`config.mk`:
```
export PLATFORM = sky130hd
export DESIGN_NAME = gf_extension_field_alu_core_flat
export DESIGN_NICKNAME = d
export VERILOG_FILES = /design/src/hw/rtl/gfa_pkg.sv /design/src/hw/rtl/gfa_stream_if.sv /design/src/hw/rtl/gfa_modred.sv /design/src/hw/rtl/gf_extension_field_alu_core.sv /design/src/flat_wrapper.sv
export SDC_FILE = /design/constraint.sdc
export NUM_CORES = 2
export LEC_CHECK = 0
export BUFFER_PORTS_ARGS = -buffer_cell sky130_fd_sc_hd__buf_4
export CORE_ASPECT_RATIO = 0.8
export CORE_MARGIN = 10
export CORE_UTILIZATION = 30
export DETAILED_ROUTE_END_ITERATION = 8
export PLACE_DENSITY = 0.52
export SLEW_MARGIN = 20
export SYNTH_ARGS = -nofsm -noshare
export SYNTH_HDL_FRONTEND = slang
export SYNTH_SLANG_ARGS = --single-unit
```
`constraint.sdc`:
```
create_clock -name clk -period 8.3 [get_ports clk]
set_clock_uncertainty 0.15 [all_clocks]
set_input_delay 0.415 -clock clk [delete_from_list [all_inputs] [get_ports clk]]
set_output_delay 0.415 -clock clk [all_outputs]
set_load 0.05 [all_outputs]
```
`src/hw/rtl/gfa_pkg.sv`:
```
// ----------------------------------------------------------------------------
// gfa_pkg
// shared constants, types and codes of the gf(q^n) arithmetic unit
// ----------------------------------------------------------------------------
package gfa_pkg;

  localparam int MAX_DEGREE = 4;
  localparam int COEF_BITS  = 12;
  localparam int EXP_BITS   = 32;
  localparam int MOD_BITS   = 12;
  localparam int DEG_BITS   = 3;
  localparam int CFG_BITS   = 48;

  // operation codes
  localparam logic [1:0] OP_ADD = 2'd0;
  localparam logic [1:0] OP_SUB = 2'd1;
  localparam logic [1:0] OP_MUL = 2'd2;
  localparam logic [1:0] OP_POW = 2'd3;

  // configuration register indexes
  localparam logic [1:0] CFG_MODULUS = 2'd0;
  localparam logic [1:0] CFG_DEGREE  = 2'd1;
  localparam logic [1:0] CFG_POLY    = 2'd2;

  // sequencer states
  typedef enum logic [3:0] {
    ST_IDLE,
    ST_PREP,
    ST_MAC,
    ST_FOLD,
    ST_ADDSUB,
    ST_POW_CHK,
    ST_DONE
  } state_t;

  // multiply request from sequencer to the mac unit
  typedef enum logic [1:0] {
    MU_MAC,
    MU_MODRED,
    MU_ADD
  } mu_op_t;

endpackage

```
`src/hw/rtl/gfa_stream_if.sv`:
```
// ----------------------------------------------------------------------------
// gfa_stream_if
// valid/ready channel carrying one payload of configurable width
// ----------------------------------------------------------------------------
interface gfa_stream_if #(
  parameter int WIDTH = 8
) ();
  logic             valid;
  logic             ready;
  logic [WIDTH-1:0] data;

  modport source (output valid, output data, input ready);
  modport sink   (input valid, input data, output ready);
endinterface

```
`src/hw/rtl/gfa_modred.sv`:
```
// ----------------------------------------------------------------------------
// gfa_modred
// multi-cycle restoring reduction of a value mod q, one quotient bit a cycle
// ----------------------------------------------------------------------------
module gfa_modred #(
  parameter int IN_BITS  = 32,
  parameter int MOD_BITS = 12
) (
  input  logic                clk,
  input  logic                rst_n,
  input  logic                start,
  input  logic [IN_BITS-1:0]  value,
  input  logic [MOD_BITS-1:0] modulus,
  output logic                done,
  output logic [MOD_BITS-1:0] rem
);
  localparam int CNT_BITS = $clog2(IN_BITS + 1);

  logic [IN_BITS-1:0]  val_r, val_nxt;
  logic [MOD_BITS:0]   rem_r, rem_nxt;
  logic [CNT_BITS-1:0] cnt_r, cnt_nxt;
  logic                busy_r, busy_nxt;
  logic                done_r, done_nxt;
  logic [MOD_BITS+1:0] shifted;

  // shift in one bit, subtract when it fits
  always_comb begin
    val_nxt  = val_r;
    rem_nxt  = rem_r;
    cnt_nxt  = cnt_r;
    busy_nxt = busy_r;
    done_nxt = 1'b0;
    shifted  = {rem_r, val_r[IN_BITS-1]};
    if (start) begin
      val_nxt  = value;
      rem_nxt  = '0;
      cnt_nxt  = CNT_BITS'(IN_BITS);
      busy_nxt = 1'b1;
    end else if (busy_r) begin
      val_nxt = {val_r[IN_BITS-2:0], 1'b0};
      if (shifted >= {2'b00, modulus}) begin
        rem_nxt = (MOD_BITS+1)'(shifted - {2'b00, modulus});
      end else begin
        rem_nxt = shifted[MOD_BITS:0];
      end
      cnt_nxt = cnt_r - CNT_BITS'(1);
      if (cnt_r == CNT_BITS'(1)) begin
        busy_nxt = 1'b0;
        done_nxt = 1'b1;
      end
    end
  end

  always_ff @(posedge clk) begin
    if (!rst_n) begin
      busy_r <= 1'b0;
      done_r <= 1'b0;
      cnt_r  <= '0;
    end else begin
      busy_r <= busy_nxt;
      done_r <= done_nxt;
      cnt_r  <= cnt_nxt;
    end
    val_r <= val_nxt;
    rem_r <= rem_nxt;
  end

  assign done = done_r;
  assign rem  = rem_r[MOD_BITS-1:0];
endmodule

```
`src/hw/rtl/gf_extension_field_alu_core.sv`:
```
// gf_extension_field_alu_core: one item in flight, ready only when idle with no result held
// prep reduces 3*MAX_DEGREE raw coefficients in turn, one mod-q pass each; then add/sub
//   does n passes, multiply (2n^2-n) steps of one product plus a pass, and power up to
//   2*EXP_BITS multiplies
// the next transfer is accepted from the cycle after the result transfer completes
// synchronous active-low reset clears control state and loads q=3, n=2, x^2+2x+2
// ----------------------------------------------------------------------------
// gf_extension_field_alu_core
// gf(q^n) add, subtract, multiply and power over one shared mac and mod-q unit
// ----------------------------------------------------------------------------
module gf_extension_field_alu_core #(
  parameter int MAX_DEGREE = gfa_pkg::MAX_DEGREE,
  parameter int COEF_BITS  = gfa_pkg::COEF_BITS,
  parameter int EXP_BITS   = gfa_pkg::EXP_BITS
) (
  input  logic        clk,
  input  logic        rst_n,
  gfa_stream_if.sink   in_ch,
  gfa_stream_if.source out_ch,
  input  logic                                 cfg_we,
  input  logic [1:0]                           cfg_index,
  input  logic [MAX_DEGREE*COEF_BITS-1:0]      cfg_data
);
  localparam int EW     = MAX_DEGREE * COEF_BITS;
  localparam int PL     = 2 * MAX_DEGREE;
  localparam int IB     = 2 * COEF_BITS + 1;
  localparam int IDX_B  = $clog2(PL + 1);
  localparam int IN_W   = 2 + 2 * EW + EXP_BITS;
  localparam int EC_B   = $clog2(EXP_BITS + 1);

  // configuration registers
  logic [COEF_BITS-1:0] q_r;
  logic [2:0]           deg_r;
  logic [EW-1:0]        poly_r;

  always_ff @(posedge clk) begin
    if (!rst_n) begin
      q_r    <= COEF_BITS'(3);
      deg_r  <= 3'd2;
      poly_r <= EW'(8194);
    end else if (cfg_we) begin
      case (cfg_index)
        gfa_pkg::CFG_MODULUS: q_r    <= cfg_data[COEF_BITS-1:0];
        gfa_pkg::CFG_DEGREE:  deg_r  <= cfg_data[2:0];
        gfa_pkg::CFG_POLY:    poly_r <= cfg_data[EW-1:0];
        default: ;
      endcase
    end
  end

  // effective modulus and degree
  logic [COEF_BITS-1:0] qe;
  logic [IDX_B-1:0]     ne;
  logic [IDX_B-1:0]     ne_m1;
  assign qe = (q_r == '0) ? COEF_BITS'(1) : q_r;
  always_comb begin
    if (deg_r == 3'd0) ne = IDX_B'(1);
    else if (32'(deg_r) > MAX_DEGREE) ne = IDX_B'(MAX_DEGREE);
    else ne = IDX_B'(deg_r);
  end
  assign ne_m1 = ne - IDX_B'(1);

  // working storage
  gfa_pkg::state_t      st_r, st_nxt;
  logic [1:0]           op_r;
  logic [COEF_BITS-1:0] a_r   [MAX_DEGREE];   // multiplier left operand
  logic [COEF_BITS-1:0] b_r   [MAX_DEGREE];   // multiplier right operand
  logic [COEF_BITS-1:0] base_r[MAX_DEGREE];   // power base
  logic [COEF_BITS-1:0] acc_r [MAX_DEGREE];   // power accumulator
  logic [COEF_BITS-1:0] rc_r  [MAX_DEGREE];   // (q - r_i) mod q
  logic [COEF_BITS-1:0] p_r   [PL];           // product buffer
  logic [EXP_BITS-1:0]  e_r;
  logic [EC_B-1:0]      ecnt_r;
  logic                 pmode_r;              // 0 acc*base, 1 base*base
  logic [IDX_B-1:0]     i_r, j_r, k_r;
  logic                 wait_r;
  logic [2*COEF_BITS-1:0] prod_r;
  logic [EW-1:0]        res_r;
  logic                 ovalid_r;
  logic [EW-1:0]        araw_r;               // raw first element
  logic [EW-1:0]        braw_r;               // raw second element
  // prep phase: raw coefficient reduction index
  logic [IDX_B+1:0]     pi_r;
  // the mac path registers the product in the cycle before reduction starts
  logic                 mac_go_r;
  logic                 issue;

  // shared mod-q unit
  logic                 mr_start;
  logic [IB-1:0]        mr_val;
  logic                 mr_done;
  logic [COEF_BITS-1:0] mr_rem;

  gfa_modred #(.IN_BITS(IB), .MOD_BITS(COEF_BITS)) u_modred (
    .clk(clk), .rst_n(rst_n), .start(mr_start), .value(mr_val),
    .modulus(qe), .done(mr_done), .rem(mr_rem)
  );

  logic [1:0]           in_op;
  logic [EW-1:0]        in_a, in_b;
  logic [EXP_BITS-1:0]  in_e;
  assign in_op = in_ch.data[IN_W-1 -: 2];
  assign in_a  = in_ch.data[IN_W-3 -: EW];
  assign in_b  = in_ch.data[EXP_BITS+EW-1 -: EW];
  assign in_e  = in_ch.data[EXP_BITS-1:0];

  assign in_ch.ready  = (st_r == gfa_pkg::ST_IDLE) && !ovalid_r;
  assign out_ch.valid = ovalid_r;
  assign out_ch.data  = res_r;

  logic in_xfer;
  assign in_xfer = in_ch.valid && in_ch.ready;

  // prep walks 3*MAX_DEGREE raw coefficients: a, b, then poly
  localparam int PREP_N = 3 * MAX_DEGREE;
  logic [COEF_BITS-1:0] raw_coef;
  always_comb begin
    raw_coef = '0;
    for (int t = 0; t < MAX_DEGREE; t++) begin
      if (pi_r == (IDX_B+2)'(t))
        raw_coef = araw_r[COEF_BITS*t +: COEF_BITS];
      if (pi_r == (IDX_B+2)'(t + MAX_DEGREE))
        raw_coef = braw_r[COEF_BITS*t +: COEF_BITS];
      if (pi_r == (IDX_B+2)'(t + 2*MAX_DEGREE))
        raw_coef = poly_r[COEF_BITS*t +: COEF_BITS];
    end
  end

  // sequencer next state
  always_comb begin
    st_nxt = st_r;
    case (st_r)
      gfa_pkg::ST_IDLE:    if (in_xfer) st_nxt = gfa_pkg::ST_PREP;
      gfa_pkg::ST_PREP:
        if (!wait_r && pi_r == (IDX_B+2)'(PREP_N)) begin
          if (op_r == gfa_pkg::OP_ADD || op_r == gfa_pkg::OP_SUB)
            st_nxt = gfa_pkg::ST_ADDSUB;
          else if (op_r == gfa_pkg::OP_MUL) st_nxt = gfa_pkg::ST_MAC;
          else st_nxt = gfa_pkg::ST_POW_CHK;
        end
      gfa_pkg::ST_ADDSUB:
        if (wait_r && mr_done && i_r == ne_m1) st_nxt = gfa_pkg::ST_DONE;
      gfa_pkg::ST_MAC:
        if (wait_r && mr_done && i_r == ne_m1 && j_r == ne_m1)
          st_nxt = (ne == IDX_B'(1)) ? gfa_pkg::ST_DONE : gfa_pkg::ST_FOLD;
      gfa_pkg::ST_FOLD:
        if (wait_r && mr_done && i_r == ne_m1 && k_r == ne)
          st_nxt = gfa_pkg::ST_DONE;
      gfa_pkg::ST_POW_CHK:
        if (ecnt_r == '0) st_nxt = gfa_pkg::ST_DONE;
        else st_nxt = gfa_pkg::ST_MAC;
      gfa_pkg::ST_DONE:
        if (op_r == gfa_pkg::OP_POW && ecnt_r != '0) st_nxt = gfa_pkg::ST_POW_CHK;
        else st_nxt = gfa_pkg::ST_IDLE;
      default: st_nxt = gfa_pkg::ST_IDLE;
    endcase
  end

  // operand selects for the shared mac
  logic [COEF_BITS-1:0] opa, opb;
  logic [COEF_BITS-1:0] pt_cur;
  always_comb begin
    opa = '0;
    opb = '0;
    pt_cur = '0;
    for (int t = 0; t < MAX_DEGREE; t++) begin
      if (i_r == IDX_B'(t)) opa = a_r[t];
      if (j_r == IDX_B'(t)) opb = b_r[t];
    end
    for (int t = 0; t < PL; t++) begin
      if (i_r + j_r == IDX_B'(t) && st_r == gfa_pkg::ST_MAC) pt_cur = p_r[t];
      if (k_r - ne + i_r == IDX_B'(t) && st_r == gfa_pkg::ST_FOLD) pt_cur = p_r[t];
    end
    if (st_r == gfa_pkg::ST_FOLD) begin
      opa = '0;
      opb = '0;
      for (int t = 0; t < PL; t++)
        if (k_r == IDX_B'(t)) opa = p_r[t];
      for (int t = 0; t < MAX_DEGREE; t++)
        if (i_r == IDX_B'(t)) opb = rc_r[t];
    end
  end

  // addsub operands
  logic [COEF_BITS-1:0] as_a, as_b;
  always_comb begin
    as_a = '0;
    as_b = '0;
    for (int t = 0; t < MAX_DEGREE; t++)
      if (i_r == IDX_B'(t)) begin
        as_a = a_r[t];
        as_b = b_r[t];
      end
  end

  // reduction input and start
  always_comb begin
    mr_start = 1'b0;
    mr_val   = '0;
    case (st_r)
      gfa_pkg::ST_PREP: begin
        mr_start = !wait_r && pi_r != (IDX_B+2)'(PREP_N);
        mr_val   = IB'(raw_coef);
      end
      gfa_pkg::ST_ADDSUB: begin
        mr_start = !wait_r;
        if (op_r == gfa_pkg::OP_ADD) mr_val = IB'(as_a) + IB'(as_b);
        else mr_val = IB'(as_a) + IB'(qe) - IB'(as_b);
      end
      gfa_pkg::ST_MAC, gfa_pkg::ST_FOLD: begin
        mr_start = mac_go_r;
        mr_val   = IB'(prod_r) + IB'(pt_cur);
      end
      default: ;
    endcase
  end

  // issue one product when the mod-q unit is free
  assign issue = (st_r == gfa_pkg::ST_MAC || st_r == gfa_pkg::ST_FOLD) &&
                 !wait_r && !mac_go_r &&
                 !(st_r == gfa_pkg::ST_FOLD && i_r == '0 && k_r < ne);

  // datapath and indices
  always_ff @(posedge clk) begin
    if (!rst_n) begin
      st_r     <= gfa_pkg::ST_IDLE;
      ovalid_r <= 1'b0;
      wait_r   <= 1'b0;
      mac_go_r <= 1'b0;
    end else begin
      st_r <= st_nxt;
      if (out_ch.valid && out_ch.ready) ovalid_r <= 1'b0;
      mac_go_r <= issue;
      if (issue) prod_r <= (2*COEF_BITS)'(opa) * (2*COEF_BITS)'(opb);
      if (mr_start) wait_r <= 1'b1;
      else if (mr_done) wait_r <= 1'b0;

      case (st_r)
        gfa_pkg::ST_IDLE: begin
          if (in_xfer) begin
            araw_r <= in_a;
            braw_r <= in_b;
            op_r   <= in_op;
            e_r    <= in_e;
            pi_r   <= '0;
          end
        end
        gfa_pkg::ST_PREP: begin
          if (wait_r && mr_done) begin
            for (int t = 0; t < MAX_DEGREE; t++) begin
              if (pi_r == (IDX_B+2)'(t))
                a_r[t] <= (IDX_B'(t) < ne) ? mr_rem : '0;
              if (pi_r == (IDX_B+2)'(t + MAX_DEGREE))
                b_r[t] <= (IDX_B'(t) < ne) ? mr_rem : '0;
              if (pi_r == (IDX_B+2)'(t + 2*MAX_DEGREE))
                rc_r[t] <= (IDX_B'(t) >= ne || mr_rem == '0) ? '0 :
                           COEF_BITS'(qe - mr_rem);
            end
            pi_r <= pi_r + (IDX_B+2)'(1);
          end
          if (st_nxt != gfa_pkg::ST_PREP) begin
            i_r <= '0;
            j_r <= '0;
            k_r <= '0;
            for (int t = 0; t < PL; t++) p_r[t] <= '0;
            if (op_r == gfa_pkg::OP_POW) begin
              // accumulator starts at the constant 1 mod q
              for (int t = 0; t < MAX_DEGREE; t++) begin
                base_r[t] <= a_r[t];
                acc_r[t]  <= (t == 0 && qe != COEF_BITS'(1)) ? COEF_BITS'(1) : '0;
              end
              ecnt_r   <= EC_B'(EXP_BITS);
              pmode_r  <= 1'b0;
            end
          end
        end
        gfa_pkg::ST_ADDSUB: begin
          if (wait_r && mr_done) begin
            for (int t = 0; t < PL; t++)
              if (i_r == IDX_B'(t)) p_r[t] <= mr_rem;
            i_r <= i_r + IDX_B'(1);
          end
        end
        gfa_pkg::ST_MAC: begin
          if (wait_r && mr_done) begin
            for (int t = 0; t < PL; t++)
              if (i_r + j_r == IDX_B'(t)) p_r[t] <= mr_rem;
            if (j_r == ne_m1) begin
              j_r <= '0;
              if (i_r == ne_m1) begin
                i_r <= '0;
                k_r <= IDX_B'(2) * ne - IDX_B'(2);
              end else i_r <= i_r + IDX_B'(1);
            end else j_r <= j_r + IDX_B'(1);
          end
        end
        gfa_pkg::ST_FOLD: begin
          if (wait_r && mr_done) begin
            for (int t = 0; t < PL; t++)
              if (k_r - ne + i_r == IDX_B'(t)) p_r[t] <= mr_rem;
            if (i_r == ne_m1) begin
              i_r <= '0;
              for (int t = 0; t < PL; t++)
                if (k_r == IDX_B'(t)) p_r[t] <= '0;
              k_r <= k_r - IDX_B'(1);
            end else i_r <= i_r + IDX_B'(1);
          end
        end
        gfa_pkg::ST_POW_CHK: begin
          i_r <= '0;
          j_r <= '0;
          for (int t = 0; t < PL; t++) p_r[t] <= '0;
          if (ecnt_r != '0) begin
            if (!pmode_r && e_r[0]) begin
              for (int t = 0; t < MAX_DEGREE; t++) begin
                a_r[t] <= acc_r[t];
                b_r[t] <= base_r[t];
              end
            end else begin
              pmode_r <= 1'b1;
              for (int t = 0; t < MAX_DEGREE; t++) begin
                a_r[t] <= base_r[t];
                b_r[t] <= base_r[t];
              end
            end
          end
        end
        gfa_pkg::ST_DONE: begin
          if (op_r == gfa_pkg::OP_POW) begin
            if (ecnt_r != '0) begin
              if (pmode_r) begin
                for (int t = 0; t < MAX_DEGREE; t++) base_r[t] <= p_r[t];
                pmode_r <= 1'b0;
                e_r     <= e_r >> 1;
                ecnt_r  <= ecnt_r - EC_B'(1);
              end else begin
                for (int t = 0; t < MAX_DEGREE; t++) acc_r[t] <= p_r[t];
                pmode_r <= 1'b1;
              end
            end else begin
              for (int t = 0; t < MAX_DEGREE; t++)
                res_r[COEF_BITS*t +: COEF_BITS] <= (IDX_B'(t) < ne) ? acc_r[t] : '0;
              ovalid_r <= 1'b1;
            end
          end else begin
            for (int t = 0; t < MAX_DEGREE; t++)
              res_r[COEF_BITS*t +: COEF_BITS] <= (IDX_B'(t) < ne) ? p_r[t] : '0;
            ovalid_r <= 1'b1;
          end
        end
        default: ;
      endcase
    end
  end
endmodule

```
`src/flat_wrapper.sv`:
```
// flat-port wrapper written by rule: the top's interface ports become plain ports
module gf_extension_field_alu_core_flat 
#(
  parameter int MAX_DEGREE = gfa_pkg::MAX_DEGREE,
  parameter int COEF_BITS  = gfa_pkg::COEF_BITS,
  parameter int EXP_BITS   = gfa_pkg::EXP_BITS
)
  (clk, rst_n, cfg_we, cfg_index, cfg_data, in_ch_valid, in_ch_data, in_ch_ready, out_ch_valid, out_ch_data, out_ch_ready);
  gfa_stream_if #(.WIDTH((2 + 2 * ((gfa_pkg::MAX_DEGREE) * (gfa_pkg::COEF_BITS)) + (gfa_pkg::EXP_BITS)))) in_ch_i ();
  gfa_stream_if #(.WIDTH(((gfa_pkg::MAX_DEGREE) * (gfa_pkg::COEF_BITS)))) out_ch_i ();
  input  logic clk;
  input  logic rst_n;
  input  logic cfg_we;
  input  logic [1:0] cfg_index;
  input  logic [MAX_DEGREE*COEF_BITS-1:0] cfg_data;
  input wire logic [$bits(in_ch_i.valid)-1:0] in_ch_valid;
  input wire logic [$bits(in_ch_i.data)-1:0] in_ch_data;
  output wire logic [$bits(in_ch_i.ready)-1:0] in_ch_ready;
  output wire logic [$bits(out_ch_i.valid)-1:0] out_ch_valid;
  output wire logic [$bits(out_ch_i.data)-1:0] out_ch_data;
  input wire logic [$bits(out_ch_i.ready)-1:0] out_ch_ready;
  assign in_ch_i.valid = in_ch_valid;
  assign in_ch_i.data = in_ch_data;
  assign in_ch_ready = in_ch_i.ready;
  assign out_ch_valid = out_ch_i.valid;
  assign out_ch_data = out_ch_i.data;
  assign out_ch_i.ready = out_ch_ready;
  gf_extension_field_alu_core #(.MAX_DEGREE(MAX_DEGREE), .COEF_BITS(COEF_BITS), .EXP_BITS(EXP_BITS)) u_core (.clk(clk), .rst_n(rst_n), .in_ch(in_ch_i), .out_ch(out_ch_i), .cfg_we(cfg_we), .cfg_index(cfg_index), .cfg_data(cfg_data));
endmodule
```
After elaboration in Yosys (flattened, before gate mapping)
Memories as Yosys holds them, arrays and structs flattened.
Cells that the tools add are included.
- flip-flop bits (word level): 342
- bits in writable memories: 336
- input port bits: 185
- output and inout bits: 50
- word-level logic and storage cells: 766
- memories: 6
- memories (name ; depth ; bits a word ; read ports ; clocked after Yosys merged registers in ; wr ports ; line ; text):
    u_core.p_r ; 8 ; 12 ; 8 ; 0 ; 8 ; gf_extension_field_alu_core.sv:71 ; logic [COEF_BITS-1:0] p_r [PL];
    u_core.a_r ; 4 ; 12 ; 4 ; 0 ; 4 ; gf_extension_field_alu_core.sv:66 ; logic [COEF_BITS-1:0] a_r [MAX_DEGREE];
    u_core.acc_r ; 4 ; 12 ; 4 ; 0 ; 4 ; gf_extension_field_alu_core.sv:69 ; logic [COEF_BITS-1:0] acc_r [MAX_DEGREE];
    u_core.b_r ; 4 ; 12 ; 4 ; 0 ; 4 ; gf_extension_field_alu_core.sv:67 ; logic [COEF_BITS-1:0] b_r [MAX_DEGREE];
    u_core.base_r ; 4 ; 12 ; 4 ; 0 ; 4 ; gf_extension_field_alu_core.sv:68 ; logic [COEF_BITS-1:0] base_r[MAX_DEGREE];
    u_core.rc_r ; 4 ; 12 ; 4 ; 0 ; 1 ; gf_extension_field_alu_core.sv:70 ; logic [COEF_BITS-1:0] rc_r [MAX_DEGREE];
- $add $sub $neg: 17
- multipliers: 1
- $lt $le $gt $ge: 11
- equality and inequality tests: 78
- mux-type cells: 477
- bitwise operators: 66
- reduce and logical (&&, ||, !) cells: 85
- operators by type and width (operator ; count):
    $mux 12 ; 138
    $mux 1 ; 282
    $mux 32 ; 4
    $mux 48 ; 2
    $mux 4 ; 20
    $eq 4x3->1 const B ; 19
    $mux 25 ; 3
    $pmux 25 s3 ; 1
    $or 1x1->1 ; 64
    $pmux 32 s2 ; 1
    $eq 4x2->1 const B ; 12
    $mux 6 ; 7
    $reduce_or 12->1 ; 3
    $logic_and 1x1->1 ; 32
    $eq 6x4->1 const B ; 5
    $eq 4x1->1 const B ; 7
    $pmux 4 s7 ; 1
    $add 12x12->13 ; 2
    $add 24x12->25 ; 1
    $sub 25x12->25 ; 1
    $eq 6x3->1 const B ; 4
    $logic_not 12->1 ; 2
    $logic_not 4->1 ; 6
    $mul 12x12->24 ; 1
    54 further kinds ; 117

Longest topological paths before layout
- word-level depth: 25
- mapped depth: 31
- depth with buffers taken out: 29

Cells and area by module
Synthesis repeated with hierarchy kept, for this count alone.
- cells, all modules: 4019
- area total of the unflattened synthesis: 40526.4 um^2
- by module, submodules not included (module ; times used ; cells an instance ; area an instance (um^2) ; sequential area each (um^2)):
    gf_extension_field_alu_core ; 1 ; 3767 ; 37825.0 ; 17586.9
    gfa_modred ; 1 ; 252 ; 2701.3 ; 1151.1

Worst setup path after synthesis
Ideal clock, no wire load.
- kind: register to register
- start point: register u_core.i_r[1]
- end point: register u_core.prod_r[23], data pin
- library setup time: 0.260 ns
- arrival time: 6.761 ns
- required time: 7.890 ns
- path slack: 1.129 ns
- cell stages (with the launch flop): 28
- path buffers: 1
- period minus slack after synthesis: 7.171 ns
- path through: edfxtp_1 inv_1 ha_1 or3b_4 nor2_4 buf_4 a221oi_1 o31ai_1 nand2b_1 o221a_2 nand2_1 fa_1 fa_1 inv_1 fa_1 inv_1 fa_1 inv_1 fa_1 ha_1 a21o_1 a31oi_1 o221ai_1 and2_1 a2111oi_0 o21bai_1 a21oi_1 xnor2_1
- longest elaborated chain between the ends: 7
- elaborated cells between the ends (all ways): 15
- those cells by class: mul: 1; eq/ne: 3; mux: 10; reduce/logical: 1
- RTL lines (item ; line ; text):
    start: declaration ; gf_extension_field_alu_core.sv:75 ; logic [IDX_B-1:0] i_r, j_r, k_r;
    start signal: assignment ; gf_extension_field_alu_core.sv:281 ; i_r <= i_r + IDX_B'(1);
    start signal: assignment ; gf_extension_field_alu_core.sv:293 ; end else i_r <= i_r + IDX_B'(1);
    start signal: assignment ; gf_extension_field_alu_core.sv:306 ; end else i_r <= i_r + IDX_B'(1);
    $logic_not 4->1 ; gf_extension_field_alu_core.sv:167, gf_extension_field_alu_core.sv:180 ;
    $mux 12 (on tied branches) (4 in a row) ; gf_extension_field_alu_core.sv:167, gf_extension_field_alu_core.sv:180 ;
    $mux 12 ; gf_extension_field_alu_core.sv:174 ; if (st_r == gfa_pkg::ST_FOLD) begin
    $mul 12x12->24 (*) ; gf_extension_field_alu_core.sv:234 ; if (issue) prod_r <= (2*COEF_BITS)'(opa) * (2*COEF_BITS)'(opb);
    end signal: assignment ; gf_extension_field_alu_core.sv:234 ;
    end: declaration ; gf_extension_field_alu_core.sv:77 ; logic [2*COEF_BITS-1:0] prod_r;
Every way passes the cells marked *; elsewhere a longest branch is shown, timed or not.
A chain may end at the register's enable or synchronous reset.

Worst setup path after layout
- start point: register u_core.i_r[0]
- end point: register u_core.prod_r[23], data pin
Same word-level chain as after synthesis.

==> metrics.txt <==
Die X-Extent 430.3 um; Rel. slew slack 20.59%; RD Place Congestion 0.9738; Buf+Inv Stages, Crit Path 4; Mapped Nets 4525; die area 149900 um2; combinational share of power 17.6%; Starting Density 30.21%; Yosys cell types 99; CP delay by family, top adder cells; critical path arrival 8.19 ns; DP Cell Count 5950; P per Cell Area 179.5 nW/um2; R2R Setup Slk 0.38 ns; switching power of the nets 2.634 mW; Power Total 8.752 mW; RSZ-0062 raised after global routing false; Worst R2R Start u_core.i_r[0]; CTS max path bufs 3; Worst VDD drop 0.0001482 V; drt via density 5.470; ANT nets after route 0; worst skew pair latency 0.71 ns; number of synthesized flops with an enable pin 516; Clock power frac 38.1%; fin. max-slew vios 0; crit path launch u_core.i_r[0]; Filler cells 13360; min Tclk post-route 7.918 ns; dpl ws 0.4105 ns; hpwl dp 118200 um; prevailing post-synth register cell edfxtp_1; final hold viol count 0; met2 track demand over resource 30.79%; WS Path Type flip-flop to flip-flop; IO Pins 235; largest net degree at the start of global routing 81; Mapped Area 40410 um2; Final TNS setup 0 ns; fmax 0.1263 GHz; crit-path max cell delay 0.56 ns; drt pass-1 iters 9; crit path launch type flip-flop; DR iter-0 viols 4184; CP max stage cell fa_1; Final setup viols 0; Sequential Power Share 44.3%; critical path fanouts, max 8; register area share after synthesis 46.37%; layout net count 4904; H-tree depth 3; initial antenna violation count 8; Largest register FFs 96; sw frac 30.10%; Biggest register u_core.p_r; drt wl/cell 25.85 um; share of cells above drive strength 1 14.22%; CTS tree done; final core utilization 36.45%; core area 133800 um2; P_int 6.118 mW; worst-margin pin slew 1.185 ns; register bit total from synthesis 678; Std-Cell Rows 120; GRT overflow 0; GRT met1 Usage 29.25%; class of the worst hold path input pin to flip-flop; Area Growth Syn to Fin 20.65%; busiest grt layer met2; root buffer cell clkbuf_16; synthesized instance count 4060; Hold Startpoint cfg_we; outcome complete, no violations; Final Routed Wirelength 162200 um; Synthesis Warnings 0; number of clock sinks 678; Port Buffers 234; met3 usage 5.270%; most common cell after layout, fill and taps aside nand2_1; crit-path most repeated cell fa_1; die height 348.3 um; asr flop ratio synth 0%; LEAKAGE 18.43 nW; Finished Layout Cells 6274; CTS Buf Count 77; Max Cap Viol 0; Min-Delay Path Depth 4; crit end category flip-flop; reg2reg end u_core.prod_r[23]; GRT Total Usage 20.68%; setup ws final 0.3825 ns; vias in the first global route 32910; Final Cycle Share 95.39%; Vias 34320; first-pass GRT wire length 231800 um; drc violations 0; WP data required 8.57 ns; Hold Crit Endpoint u_core.deg_r[1]; reg2reg path depth 26; commonest non-fill, non-tap cells in the layout nand2_1, edfxtp_1, buf_4; CTS clk-pin slew, worst paths 0.06 ns; syn avg cell area 9.954 um2
cells in the mapped netlist, drive strengths merged, types with 18 or more instances:
library cell | number | area [um2]
nand2 | 618 | 2330
edfxtp | 516 | 15490
nor2 | 367 | 1408
a21oi | 235 | 1184
inv | 198 | 743.2
clkbuf | 171 | 641.9
ha | 170 | 2127
dfxtp | 162 | 3243
o21ai | 160 | 800.8
fa | 110 | 2202
buf | 97 | 533.0
and2 | 90 | 563.0
xnor2 | 77 | 681.9
a221oi | 69 | 604.3
nor2b | 68 | 425.4
mux2i | 66 | 660.6
nor3 | 66 | 340.3
a21boi | 63 | 473.0
a22oi | 60 | 450.4
nand3 | 54 | 270.3
nand2b | 53 | 331.6
mux2 | 50 | 563.0
a22o | 49 | 429.2
a211oi | 35 | 262.8
o31ai | 34 | 269.0
o211ai | 31 | 232.7
o22ai | 31 | 193.9
xor2 | 31 | 271.5
o221ai | 28 | 245.2
or3 | 27 | 168.9
o21a | 26 | 195.2
a21o | 24 | 187.7
a31oi | 24 | 150.1
or2 | 18 | 112.6
area by class of cell:
| cell class | count | area (um2) | area share [%] |
|---|---|---|---|
| multi-input cells | 2915 | 19920 | 40.85 |
| flip-flops and latches | 678 | 18740 | 38.44 |
| repair buffers | 568 | 4762 | 9.767 |
| well taps | 1769 | 2213 | 4.540 |
| clock buffers | 93 | 2008 | 4.119 |
| inverters | 199 | 752.0 | 1.542 |
| clock inverters | 49 | 356.6 | 0.7314 |
| diodes | 3 | 7.507 | 0.01540 |
power by group through the flow:
| stage | sequential (mW) | combinational (mW) | clock, mW |
|---|---|---|---|
| 2_1_floorplan | 3.91 | 0.792 | 0 |
| 3_3_place_gp | 3.94 | 1.43 | 0 |
| 3_5_place_dp | 3.94 | 1.44 | 0 |
| 4_1_cts | 3.87 | 1.51 | 3.38 |
| 5_1_grt | 3.88 | 1.65 | 3.51 |
| 6_report | 3.87 | 1.54 | 3.33 |
metal layers:
metal,part of all wire (%),up-vias
met4,3.2,8
met2,43,1632
li1,-,15300
met1,44,17130
met3,9.9,244
met5,0.028,-
worst register-to-register path, stage by stage (launching register included):
cell	delay (ns)
edfxtp_1	0.48
inv_1	0.16
ha_1	0.17
or3b_4	0.42
nor2_4	0.24
buf_4	0.20
a221oi_1	0.09
o31ai_1	0.41
nand2b_1	0.30
o211a_1	0.41
buf_4	0.21
nand2_1	0.07
fa_1	0.53
inv_1	0.05
fa_1	0.40
fa_1	0.47
fa_1	0.56
fa_1	0.41
ha_1	0.23
or2_2	0.32
o211ai_1	0.23
o221ai_1	0.13
and2_1	0.23
a2111oi_1	0.38
o21bai_1	0.12
a21oi_1	0.18
xnor2_1	0.08
worst max-delay path by stage:
| stage | end | slack [ns] | depth (start not counted) |
|---|---|---|---|
| floorplan | u_core.prod_r[23] | 1.13 | 27 |
| global placement | u_core.prod_r[23] | 0.46 | 29 |
| detailed placement | u_core.prod_r[23] | 0.41 | 29 |
| CTS | u_core.prod_r[23] | 0.36 | 29 |
| global route | u_core.prod_r[23] | 0.02 | 28 |
| finish | u_core.prod_r[23] | 0.38 | 26 |
logic make-up after synthesis:
group | after synthesis | share of synthesized area (%)
simple gates | 1446 | 16.49
compound gates | 964 | 16.27
flops | 678 | 46.37
buf+inv | 467 | 4.768
fa+ha+maj | 280 | 10.71
mux | 116 | 3.028
xor+xnor | 108 | 2.359
other cells | 1 | 0.009279
stage by stage:
step / hold slack (ns) / cell area, um2
2_1_floorplan: 0.2816 / 40410
3_3_place_gp: 0.2968 / 44580
3_5_place_dp: 0.3034 / 44580
4_1_cts: 0.03765 / 48730
5_1_grt: 0.08922 / 48750
6_report: 0.07086 / 48760
repair_timing:
action	CTS	global route
endpoints found under the hold margin	194	0
gates resized for setup	0	4
endpoints found under the setup margin	0	1
hold buffers	179	0
buffers inserted	0	0
(Power assumes the default switching activity.)
